===== config.mk =====
export PLATFORM = sky130hd
export DESIGN_NAME = battery_voltage_moving_average_unit_flat
export DESIGN_NICKNAME = d
export VERILOG_FILES = /design/src/design/bvma_pkg.sv /design/src/design/bvma_if.sv /design/src/design/bvma_div.sv /design/src/design/battery_voltage_moving_average_unit.sv /design/src/flat_wrapper.sv
export SDC_FILE = /design/constraint.sdc
export NUM_CORES = 2
export LEC_CHECK = 0
export BUFFER_PORTS_ARGS = -buffer_cell sky130_fd_sc_hd__buf_4
export CAP_MARGIN = 5
export CORE_MARGIN = 5
export CORE_UTILIZATION = 44
export CTS_BUF_LIST = sky130_fd_sc_hd__clkbuf_8 sky130_fd_sc_hd__clkbuf_16
export CTS_CLUSTER_SIZE = 24
export DETAILED_ROUTE_END_ITERATION = 8
export PLACE_DENSITY = 0.58
export SKIP_LAST_GASP = 1
export SYNTH_ARGS = -nofsm -noshare
export SYNTH_HDL_FRONTEND = slang
export SYNTH_HIERARCHICAL = 1
export SYNTH_SLANG_ARGS = --single-unit

===== constraint.sdc =====
create_clock -name clock -period 9.5 [get_ports clock]
set_clock_uncertainty 0.15 [all_clocks]
set_input_delay 1.425 -clock clock [delete_from_list [all_inputs] [get_ports clock]]
set_output_delay 1.425 -clock clock [all_outputs]
set_load 0.02 [all_outputs]

===== src/design/bvma_pkg.sv =====
// Shared types and constants for the battery voltage moving-average unit.
// No dependencies; imported by the interfaces, the divider and the top level.
`default_nettype none

package bvma_pkg;

   // Fixed field widths of the channels
   localparam int SAMPLE_W  = 12;
   localparam int AVG_W     = 12;
   localparam int MV_W      = 16;
   localparam int SCALE_W   = 20;
   localparam int RATIO_W   = 7;
   localparam int CSR_IDX_W = 4;
   localparam int CSR_DAT_W = 20;
   localparam int Q_FRAC    = 16;

   // Register reset values
   localparam logic [SCALE_W-1:0] SCALE_RESET = SCALE_W'(52800);
   localparam logic [RATIO_W-1:0] RATIO_RESET = RATIO_W'(11);

   // Register indexes
   localparam logic [CSR_IDX_W-1:0] CSR_SCALE_Q16     = CSR_IDX_W'(0);
   localparam logic [CSR_IDX_W-1:0] CSR_DIVIDER_RATIO = CSR_IDX_W'(1);

   // Divider control and status
   typedef struct packed {
      logic start;
   } div_ctrl_type;

   typedef struct packed {
      logic busy;
      logic done;
   } div_stat_type;

endpackage

`default_nettype wire


===== src/design/bvma_if.sv =====
// Handshake channels of the battery voltage moving-average unit.
// Depends on bvma_pkg for the payload widths.
`default_nettype none

interface bvma_req_if
   import bvma_pkg::*;
   ();
   logic                valid;
   logic                ready;
   logic [SAMPLE_W-1:0] sample;

   modport source (output valid, output sample, input ready);
   modport sink   (input valid, input sample, output ready);
endinterface

interface bvma_rsp_if
   import bvma_pkg::*;
   ();
   logic             valid;
   logic             ready;
   logic [AVG_W-1:0] average;
   logic [MV_W-1:0]  voltage_mv;
   logic             saturated;

   modport source (output valid, output average, output voltage_mv, output saturated,
                   input ready);
   modport sink   (input valid, input average, input voltage_mv, input saturated,
                   output ready);
endinterface

interface bvma_csr_if
   import bvma_pkg::*;
   ();
   logic                 valid;
   logic                 ready;
   logic [CSR_IDX_W-1:0] index;
   logic [CSR_DAT_W-1:0] data;

   modport source (output valid, output index, output data, input ready);
   modport sink   (input valid, input index, input data, output ready);
endinterface

`default_nettype wire


===== src/design/bvma_div.sv =====
// Bit-serial restoring divider, one quotient bit per cycle.
// Depends on bvma_pkg for the control and status structs.
`default_nettype none

module bvma_div
   import bvma_pkg::*;
#(
   parameter int DW = 17,
   parameter int VW = 5
) (
   input  wire logic          clock,
   input  wire logic          reset,
   input  wire div_ctrl_type  ctrl,
   input  wire logic [DW-1:0] dividend,
   input  wire logic [VW-1:0] divisor,
   output div_stat_type       stat,
   output logic [DW-1:0]      quotient
);

   localparam int CNT_W = $clog2(DW + 1);

   logic [DW-1:0]    q_ff;
   logic [VW-1:0]    r_ff;
   logic [CNT_W-1:0] count_ff;
   logic             busy_ff;
   logic             done_ff;

   logic [VW:0]      trial_in;
   logic             qbit_in;

   assign trial_in = {r_ff, q_ff[DW-1]};
   assign qbit_in  = (trial_in >= {1'b0, divisor});

   always_ff @(posedge clock) begin
      if (reset) begin
         busy_ff  <= 1'b0;
         done_ff  <= 1'b0;
         count_ff <= '0;
      end else begin
         done_ff <= 1'b0;
         if (ctrl.start) begin
            busy_ff  <= 1'b1;
            count_ff <= CNT_W'(DW);
         end else if (busy_ff) begin
            count_ff <= count_ff - CNT_W'(1);
            if (count_ff == CNT_W'(1)) begin
               busy_ff <= 1'b0;
               done_ff <= 1'b1;
            end
         end
      end
   end

   // Datapath: shift the dividend out, the quotient in
   always_ff @(posedge clock) begin
      if (ctrl.start) begin
         q_ff <= dividend;
         r_ff <= '0;
      end else if (busy_ff) begin
         q_ff <= {q_ff[DW-2:0], qbit_in};
         if (qbit_in) begin
            r_ff <= VW'(trial_in - {1'b0, divisor});
         end else begin
            r_ff <= trial_in[VW-1:0];
         end
      end
   end

   assign stat.busy = busy_ff;
   assign stat.done = done_ff;
   assign quotient  = q_ff;

endmodule

`default_nettype wire


===== src/design/battery_voltage_moving_average_unit.sv =====
// Top level of the battery voltage moving-average unit.
// Depends on bvma_pkg, the channel interfaces in bvma_if and the divider bvma_div.
`default_nettype none

// Each item on req_ch carries one raw ADC sample. The sample goes into a ring of
// WINDOW entries held in a single-port synchronous memory; the unit keeps a running
// sum and a fill count, so the mean covers the samples stored so far until the ring
// is full and the whole window afterwards (a zero sample counts like any other).
// The mean is truncated, then scaled as mean * scale_q16 * divider_ratio / 65536 in
// two registered multiplies and clamped to 65535 mV with a saturated flag. One item
// is in flight at a time: after acceptance it passes the ring and sum update, the
// bit-serial divider of SUM_W = min(ADC_BITS,12) + clog2(WINDOW+1) quotient bits,
// one per cycle, the two multiplies and the result register. req_ch is ready again
// as soon as the result is loaded, while the result may still wait on rsp_ch. The
// ring needs no clearing after reset: an entry is read back for eviction only once
// the ring is full. Configuration writes on csr_ch are always ready and take effect
// at once; write them only while the unit is idle.

module battery_voltage_moving_average_unit
   import bvma_pkg::*;
#(
   parameter int WINDOW   = 20,
   parameter int ADC_BITS = 12
) (
   input  wire logic  clock,
   input  wire logic  reset,
   bvma_req_if.sink   req_ch,
   bvma_rsp_if.source rsp_ch,
   bvma_csr_if.sink   csr_ch
);

   // Stored sample width: the field carries 12 bits, ADC_BITS may mask further
   localparam int SW    = (ADC_BITS < SAMPLE_W) ? ADC_BITS : SAMPLE_W;
   localparam int CW    = $clog2(WINDOW + 1);
   localparam int IW    = (WINDOW > 1) ? $clog2(WINDOW) : 1;
   localparam int SUM_W = SW + CW;
   localparam int P1_W  = SW + SCALE_W;
   localparam int P2_W  = P1_W + RATIO_W;
   localparam int MVX_W = P2_W - Q_FRAC;

   typedef enum logic [2:0] {
      S_IDLE,
      S_UPDATE,
      S_START,
      S_DIV,
      S_MUL1,
      S_MUL2,
      S_FIN
   } state_type;

   state_type        state_ff;

   // Configuration registers
   logic [SCALE_W-1:0] scale_ff;
   logic [RATIO_W-1:0] ratio_ff;

   // Filter state
   logic [SW-1:0]    ring_mem [WINDOW];
   logic [SW-1:0]    ring_rd_ff;
   logic [IW-1:0]    write_index_ff;
   logic [CW-1:0]    fill_ff;
   logic [SUM_W-1:0] sum_ff;

   // Item datapath
   logic [SW-1:0]    sample_ff;
   logic [SW-1:0]    avg_ff;
   logic [P1_W-1:0]  prod1_ff;
   logic [P2_W-1:0]  prod2_ff;

   // Result register
   logic             rsp_valid_ff;
   logic [AVG_W-1:0] rsp_average_ff;
   logic [MV_W-1:0]  rsp_mv_ff;
   logic             rsp_sat_ff;

   logic             req_accept;
   logic             full;
   logic [SUM_W-1:0] sum_in;
   logic [IW-1:0]    write_index_in;
   logic [MVX_W-1:0] mv_wide;
   logic             sat_in;
   logic             out_free;

   div_ctrl_type     div_ctrl;
   div_stat_type     div_stat;
   logic [SUM_W-1:0] quotient;

   assign req_ch.ready = (state_ff == S_IDLE);
   assign req_accept   = req_ch.valid && req_ch.ready;
   assign csr_ch.ready = 1'b1;

   assign full = (fill_ff == CW'(WINDOW));

   // Evict the oldest sample once the ring is full, then add the new one
   always_comb begin
      if (full) begin
         sum_in = sum_ff - SUM_W'(ring_rd_ff) + SUM_W'(sample_ff);
      end else begin
         sum_in = sum_ff + SUM_W'(sample_ff);
      end
   end

   assign write_index_in = (write_index_ff == IW'(WINDOW - 1)) ? '0
                                                                : write_index_ff + IW'(1);

   // Drop the fraction bits and clamp to the millivolt field
   assign mv_wide  = prod2_ff[P2_W-1:Q_FRAC];
   assign sat_in   = (mv_wide > MVX_W'({MV_W{1'b1}}));
   assign out_free = !rsp_valid_ff || rsp_ch.ready;

   assign div_ctrl.start = (state_ff == S_START);

   // Ring memory: read the slot at acceptance, write it back in the following cycle
   always_ff @(posedge clock) begin
      if (req_accept) begin
         ring_rd_ff <= ring_mem[write_index_ff];
      end
      if (state_ff == S_UPDATE) begin
         ring_mem[write_index_ff] <= sample_ff;
      end
   end

   // Configuration writes; indexes beyond the list are ignored
   always_ff @(posedge clock) begin
      if (reset) begin
         scale_ff <= SCALE_RESET;
         ratio_ff <= RATIO_RESET;
      end else if (csr_ch.valid && csr_ch.ready) begin
         unique case (csr_ch.index)
            CSR_SCALE_Q16:     scale_ff <= csr_ch.data[SCALE_W-1:0];
            CSR_DIVIDER_RATIO: ratio_ff <= csr_ch.data[RATIO_W-1:0];
            default: ;
         endcase
      end
   end

   // Sequencer with filter state and the result register
   always_ff @(posedge clock) begin
      if (reset) begin
         state_ff       <= S_IDLE;
         write_index_ff <= '0;
         fill_ff        <= '0;
         sum_ff         <= '0;
         rsp_valid_ff   <= 1'b0;
      end else begin
         if (rsp_valid_ff && rsp_ch.ready) begin
            rsp_valid_ff <= 1'b0;
         end
         unique case (state_ff)
            S_IDLE: begin
               if (req_accept) begin
                  state_ff <= S_UPDATE;
               end
            end
            S_UPDATE: begin
               sum_ff         <= sum_in;
               write_index_ff <= write_index_in;
               if (!full) begin
                  fill_ff <= fill_ff + CW'(1);
               end
               state_ff <= S_START;
            end
            S_START: begin
               state_ff <= S_DIV;
            end
            S_DIV: begin
               if (div_stat.done) begin
                  state_ff <= S_MUL1;
               end
            end
            S_MUL1: begin
               state_ff <= S_MUL2;
            end
            S_MUL2: begin
               state_ff <= S_FIN;
            end
            S_FIN: begin
               // Hold here while the previous result still waits
               if (out_free) begin
                  rsp_valid_ff <= 1'b1;
                  state_ff     <= S_IDLE;
               end
            end
            default: state_ff <= S_IDLE;
         endcase
      end
   end

   // Payload registers
   always_ff @(posedge clock) begin
      if (req_accept) begin
         sample_ff <= req_ch.sample[SW-1:0];
      end
      if (state_ff == S_DIV && div_stat.done) begin
         avg_ff <= quotient[SW-1:0];
      end
      if (state_ff == S_MUL1) begin
         prod1_ff <= P1_W'(avg_ff) * P1_W'(scale_ff);
      end
      if (state_ff == S_MUL2) begin
         prod2_ff <= P2_W'(prod1_ff) * P2_W'(ratio_ff);
      end
      if (state_ff == S_FIN && out_free) begin
         rsp_average_ff <= AVG_W'(avg_ff);
         rsp_sat_ff     <= sat_in;
         rsp_mv_ff      <= sat_in ? {MV_W{1'b1}} : mv_wide[MV_W-1:0];
      end
   end

   bvma_div #(
      .DW (SUM_W),
      .VW (CW)
   ) u_div (
      .clock    (clock),
      .reset    (reset),
      .ctrl     (div_ctrl),
      .dividend (sum_ff),
      .divisor  (fill_ff),
      .stat     (div_stat),
      .quotient (quotient)
   );

   assign rsp_ch.valid      = rsp_valid_ff;
   assign rsp_ch.average    = rsp_average_ff;
   assign rsp_ch.voltage_mv = rsp_mv_ff;
   assign rsp_ch.saturated  = rsp_sat_ff;

   // One item at a time: no second acceptance right after the first
   a_one_in_flight: assert property (@(posedge clock) disable iff (reset)
      req_accept |=> !req_ch.ready)
      else $error("item accepted while another is in flight");

   // The fill count grows by one per item until the ring is full
   a_fill_step: assert property (@(posedge clock) disable iff (reset)
      (state_ff == S_UPDATE && !full) |=> (fill_ff == $past(fill_ff) + CW'(1)))
      else $error("fill count did not advance");

   // Divider finishes only while the sequencer waits for it
   a_div_done: assert property (@(posedge clock) disable iff (reset)
      div_stat.done |-> (state_ff == S_DIV))
      else $error("divider finished outside the divide state");

   // The captured mean is the truncated quotient of sum by fill count
   a_mean_bound: assert property (@(posedge clock) disable iff (reset)
      (state_ff == S_MUL1) |->
         ((SUM_W'(avg_ff) * SUM_W'(fill_ff) <= sum_ff) &&
          ((SUM_W + 1)'(avg_ff) * (SUM_W + 1)'(fill_ff) + (SUM_W + 1)'(fill_ff)
             > (SUM_W + 1)'(sum_ff))))
      else $error("mean does not match running sum and fill count");

endmodule

`default_nettype wire

===== src/flat_wrapper.sv =====
// flat-port wrapper written by rule: the top's interface ports become plain ports
module battery_voltage_moving_average_unit_flat import bvma_pkg::*;
#(
   parameter int WINDOW   = 20,
   parameter int ADC_BITS = 12
)
  (clock, reset, req_ch_valid, req_ch_sample, req_ch_ready, rsp_ch_valid, rsp_ch_average, rsp_ch_voltage_mv, rsp_ch_saturated, rsp_ch_ready, csr_ch_valid, csr_ch_index, csr_ch_data, csr_ch_ready);
  bvma_req_if req_ch_i ();
  bvma_rsp_if rsp_ch_i ();
  bvma_csr_if csr_ch_i ();
  input  wire logic clock;
  input  wire logic reset;
  input wire logic [$bits(req_ch_i.valid)-1:0] req_ch_valid;
  input wire logic [$bits(req_ch_i.sample)-1:0] req_ch_sample;
  output wire logic [$bits(req_ch_i.ready)-1:0] req_ch_ready;
  output wire logic [$bits(rsp_ch_i.valid)-1:0] rsp_ch_valid;
  output wire logic [$bits(rsp_ch_i.average)-1:0] rsp_ch_average;
  output wire logic [$bits(rsp_ch_i.voltage_mv)-1:0] rsp_ch_voltage_mv;
  output wire logic [$bits(rsp_ch_i.saturated)-1:0] rsp_ch_saturated;
  input wire logic [$bits(rsp_ch_i.ready)-1:0] rsp_ch_ready;
  input wire logic [$bits(csr_ch_i.valid)-1:0] csr_ch_valid;
  input wire logic [$bits(csr_ch_i.index)-1:0] csr_ch_index;
  input wire logic [$bits(csr_ch_i.data)-1:0] csr_ch_data;
  output wire logic [$bits(csr_ch_i.ready)-1:0] csr_ch_ready;
  assign req_ch_i.valid = req_ch_valid;
  assign req_ch_i.sample = req_ch_sample;
  assign req_ch_ready = req_ch_i.ready;
  assign rsp_ch_valid = rsp_ch_i.valid;
  assign rsp_ch_average = rsp_ch_i.average;
  assign rsp_ch_voltage_mv = rsp_ch_i.voltage_mv;
  assign rsp_ch_saturated = rsp_ch_i.saturated;
  assign rsp_ch_i.ready = rsp_ch_ready;
  assign csr_ch_i.valid = csr_ch_valid;
  assign csr_ch_i.index = csr_ch_index;
  assign csr_ch_i.data = csr_ch_data;
  assign csr_ch_ready = csr_ch_i.ready;
  battery_voltage_moving_average_unit #(.WINDOW(WINDOW), .ADC_BITS(ADC_BITS)) u_core (.clock(clock), .reset(reset), .req_ch(req_ch_i), .rsp_ch(rsp_ch_i), .csr_ch(csr_ch_i));
endmodule

==> results.md <==
Die:
- Once the floorplan was initialized, standard cells occupied between 40% and 50% of the core.
- The area of the die is 79900 sq um.
- The boundary pin count is 73.
- The horizontal die dimension is about 280 um.
- The site row count is 100.
- From bottom edge to top edge, the die measures roughly 280 um.
- The placeable core region is 74100 sq um.

Global routing:
- The maximum number of pins on one net before global-route repair is 67.
- The number of global-route vias before repair is between 20k and 25k.
- Global routing used about a fifth of the available tracks.
- The first global-routing pass estimated ~120000 um of wire.
- The number of antenna violations at the first check in global routing is 0.
- The final global-route overflow total is 0.

Timing:
- The final max-slew violation count is 0.
- The transition time at the pin with the least slew margin is 1.16 ns.
- The time the worst path needs with I/O delays and setup is between 6 and 7 ns.
- The hold violation total from the final report is 0.
- After routing, the total negative slack on setup checks comes to 0 ns.
- Dividing the final minimum period by the clock period gives 66.5%.
- Measured against its own limit, the worst slew margin works out to between 20% and 30%.
- Based on the critical path, the design can be clocked at up to around 160 MHz.
- Setup repair after global routing left no endpoint under its margin.
- The number of failing setup endpoints in the final timing report is 0.

Synth:
- In this run the mean area of a mapped cell was between 10 and 15 sq um.
- The cell area that synthesis handed to floorplanning was roughly 33000 sq um.
- The number of cells produced by synthesis is about 2.9k.
- The post-synth net total is about 3.4k.
- Yosys printed 6 warnings.

Hold path:
- The min-delay analysis places its worst path in the category reg2reg.

Detailed routing:
- The average wire per cell in the routed design is roughly 19 um.
- The detail route stage leaves a number of antenna-violating nets equal to 0.
- Summed over all layers, the routed wires come to between 70000 and 80000 um.
- The per-cell via count in the routed design is ~5.3.
- In this run, the number of DRC markers left after iteration 0 of detailed routing was 1194.
- In the routed design, unresolved DRC markers number 0.
- Before antenna repair, the detailed router went through 5 iterations.
- The vias after detailed routing is just over 20k.

Clocking:
- Clock tree synthesis selected as its root buffer the cell clkbuf_16.
- TritonCTS built the clock tree.
- The clock transition at the registers of the reported paths is ~0.060 ns.
- The clock tree synthesis step divided the H-tree into 2 levels.
- The worst-case clock buffer depth is 3.
- In this run the post-CTS setup repair buffer count came out at 0.
- Post-CTS repair changed the size of 0 cells.
- The count of clock tree sinks is 447.
- The hold buffer count at CTS is 0.
- The clock reaches the later pin of the worst-skew pair after around 0.6 ns.
- In this run, CTS created clock tree buffers numbering 50.

Pwr:
- The design draws 5.15 mW.
- The power density over the cells is ~140 nW/um^2.
- The maximum VDD drop is between 0.15 and 0.2 mV.
- In this run the static leakage power is 14.9 nW.

Setup path:
- Counting cells, the worst reg-to-reg path comes to 18.
- The endpoint of the lowest-slack register-to-register path is u_core/prod1_ff[28].
- The highest net fanout along the worst path is 21.
- The critical path arrival is about 6.5 ns.
- For flop-to-flop paths, the worst setup slack is 3.18 ns.
- The critical path ends at u_core/prod1_ff[28].
- The endpoint kind of the worst setup timing path is a flop.
- The category of the critical setup timing path is reg2reg.
- The critical path launch point type is a flop.
- The critical register-to-register path startpoint is u_core/avg_ff[4].
- The launch point of the worst path is u_core/avg_ff[4].
- The data required time at the worst endpoint is 9.71 ns.

Cells and area:
- The sequential cell area is ~13000 sq um.
- The finished cells cover between 30000 and 40000 sq um.
- For this run, the post-layout net count is approximately 3.4k.
- Cells with a size suffix above 1 make up between 10% and 20% of the layout.
- The growth of design area from synthesis to finish is 9.44%.
- The multi-input gate area in the final layout is 17900 sq um.
- The final design utilization is roughly half.
- After filler insertion, the fill cell instance count of the layout stands at between 6k and 7k.
- 0 antenna diodes ended up in the layout.

Placed design:
- At the end of routability-driven placement, the weighted congestion stood at roughly 0.86.
- In this run the tool buffered the top-level ports with 71 buffer cells.
- The wire-length estimate of the detail-placed layout is 53900 um.
- The placed instances occupy a cell area of around 34000 sq um.

Job:
- The number of violations of the max-capacitance limit is 0.

Run status:
- The flow ran to the end, and the final reports show no timing, DRC or antenna violations.
==> area by class of cell <==
class | instances | share of cell area [%]
multi-input cells | 1862 | 49.9
inverters | 437 | 4.58
clock buffers | 53 | 3.61
clock inverters | 39 | 0.950
repair buffers | 95 | 1.99
flip-flops and latches | 447 | 35.5
well taps | 969 | 3.39
==> per-layer routing <==
metal,GRT usage [%],wire length (um),vias to the layer above
met5,0,0,-
met3,2.63,2990,132
li1,-,-,9622
met4,5.67,2260,0
met1,23.9,30300,10600
met2,34.2,39100,402
==> worst max-delay path, cell delays in order, from the launching register on <==
cell and delay (ns):
edfxtp_1 0.84, nand2_1 0.20, fa_1 0.53, fa_1 0.53, inv_1 0.06, fa_1 0.50
fa_1 0.49, inv_1 0.05, fa_1 0.48, inv_1 0.05, ha_1 0.37, and3_1 0.26
nor3b_1 0.29, o311ai_2 0.18, a21oi_2 0.25, o21ai_0 0.19, a21boi_1 0.25, nor4_1 0.08
a311o_1 0.32
==> where the power goes <==
| group | total, mW | switching [mW] | internal [mW] |
|---|---|---|---|
| combinational | 0.991 | 0.556 | 0.434 |
| clock | 1.90 | 0.823 | 1.08 |
| sequential | 2.26 | 0.0591 | 2.20 |
| total | 5.15 | 1.44 | 3.71 |
==> flip-flops by register name, summed over array words and instances (netlist names), 16 cells and up <==
| name | flops |
|---|---|
| u_core/prod1_ff | 32 |
| u_core/prod2_ff | 23 |
| u_core/ring_mem | 240 |
| u_core/rsp_ch.voltage_mv | 16 |
| u_core/scale_ff | 20 |
| u_core/sum_ff | 17 |
| u_core/u_div/quotient | 17 |
==> cells in the final DEF, fill, tap and decap left out, types with 21 or more instances in the layout <==
master / count
inv_1: 449
edfxtp_1: 377
nand2_1: 364
fa_1: 342
and2_1: 233
ha_1: 170
a21oi_1: 104
buf_4: 95
nor2_1: 73
dfxtp_1: 68
mux4_2: 61
xnor2_1: 54
clkbuf_16: 50
o21ai_0: 48
nor3_1: 33
mux2_2: 28
nand3_1: 27
a21o_1: 24
a211oi_1: 23
xor2_1: 21
==> stage by stage <==
step                      worst slack, ns  cells  hold WS, ns
after global placement               3.38   3810        0.283
after CTS                            3.18   3902        0.303
after floorplan                      4.01   2875        0.272
after global routing                 2.80   3902        0.306
final                                3.18   3902        0.303
after detailed placement             3.24   3810        0.288
==> worst min-delay path by stage <==
| stage | startpoint | cells after the start | endpoint | slack (ns) |
|---|---|---|---|---|
| after global routing | u_core/u_div/quotient[2] | 0 | u_core/avg_ff[2] | 0.31 |
| after global placement | u_core/u_div/quotient[2] | 0 | u_core/avg_ff[2] | 0.28 |
| after floorplan | u_core/u_div/quotient[0] | 0 | u_core/avg_ff[0] | 0.27 |
| final | u_core/u_div/quotient[2] | 0 | u_core/avg_ff[2] | 0.30 |
| after detailed placement | u_core/u_div/quotient[1] | 0 | u_core/avg_ff[1] | 0.29 |
| after CTS | u_core/u_div/quotient[1] | 0 | u_core/avg_ff[1] | 0.30 |
No activity file was read; power rests on OpenSTA's default activity.
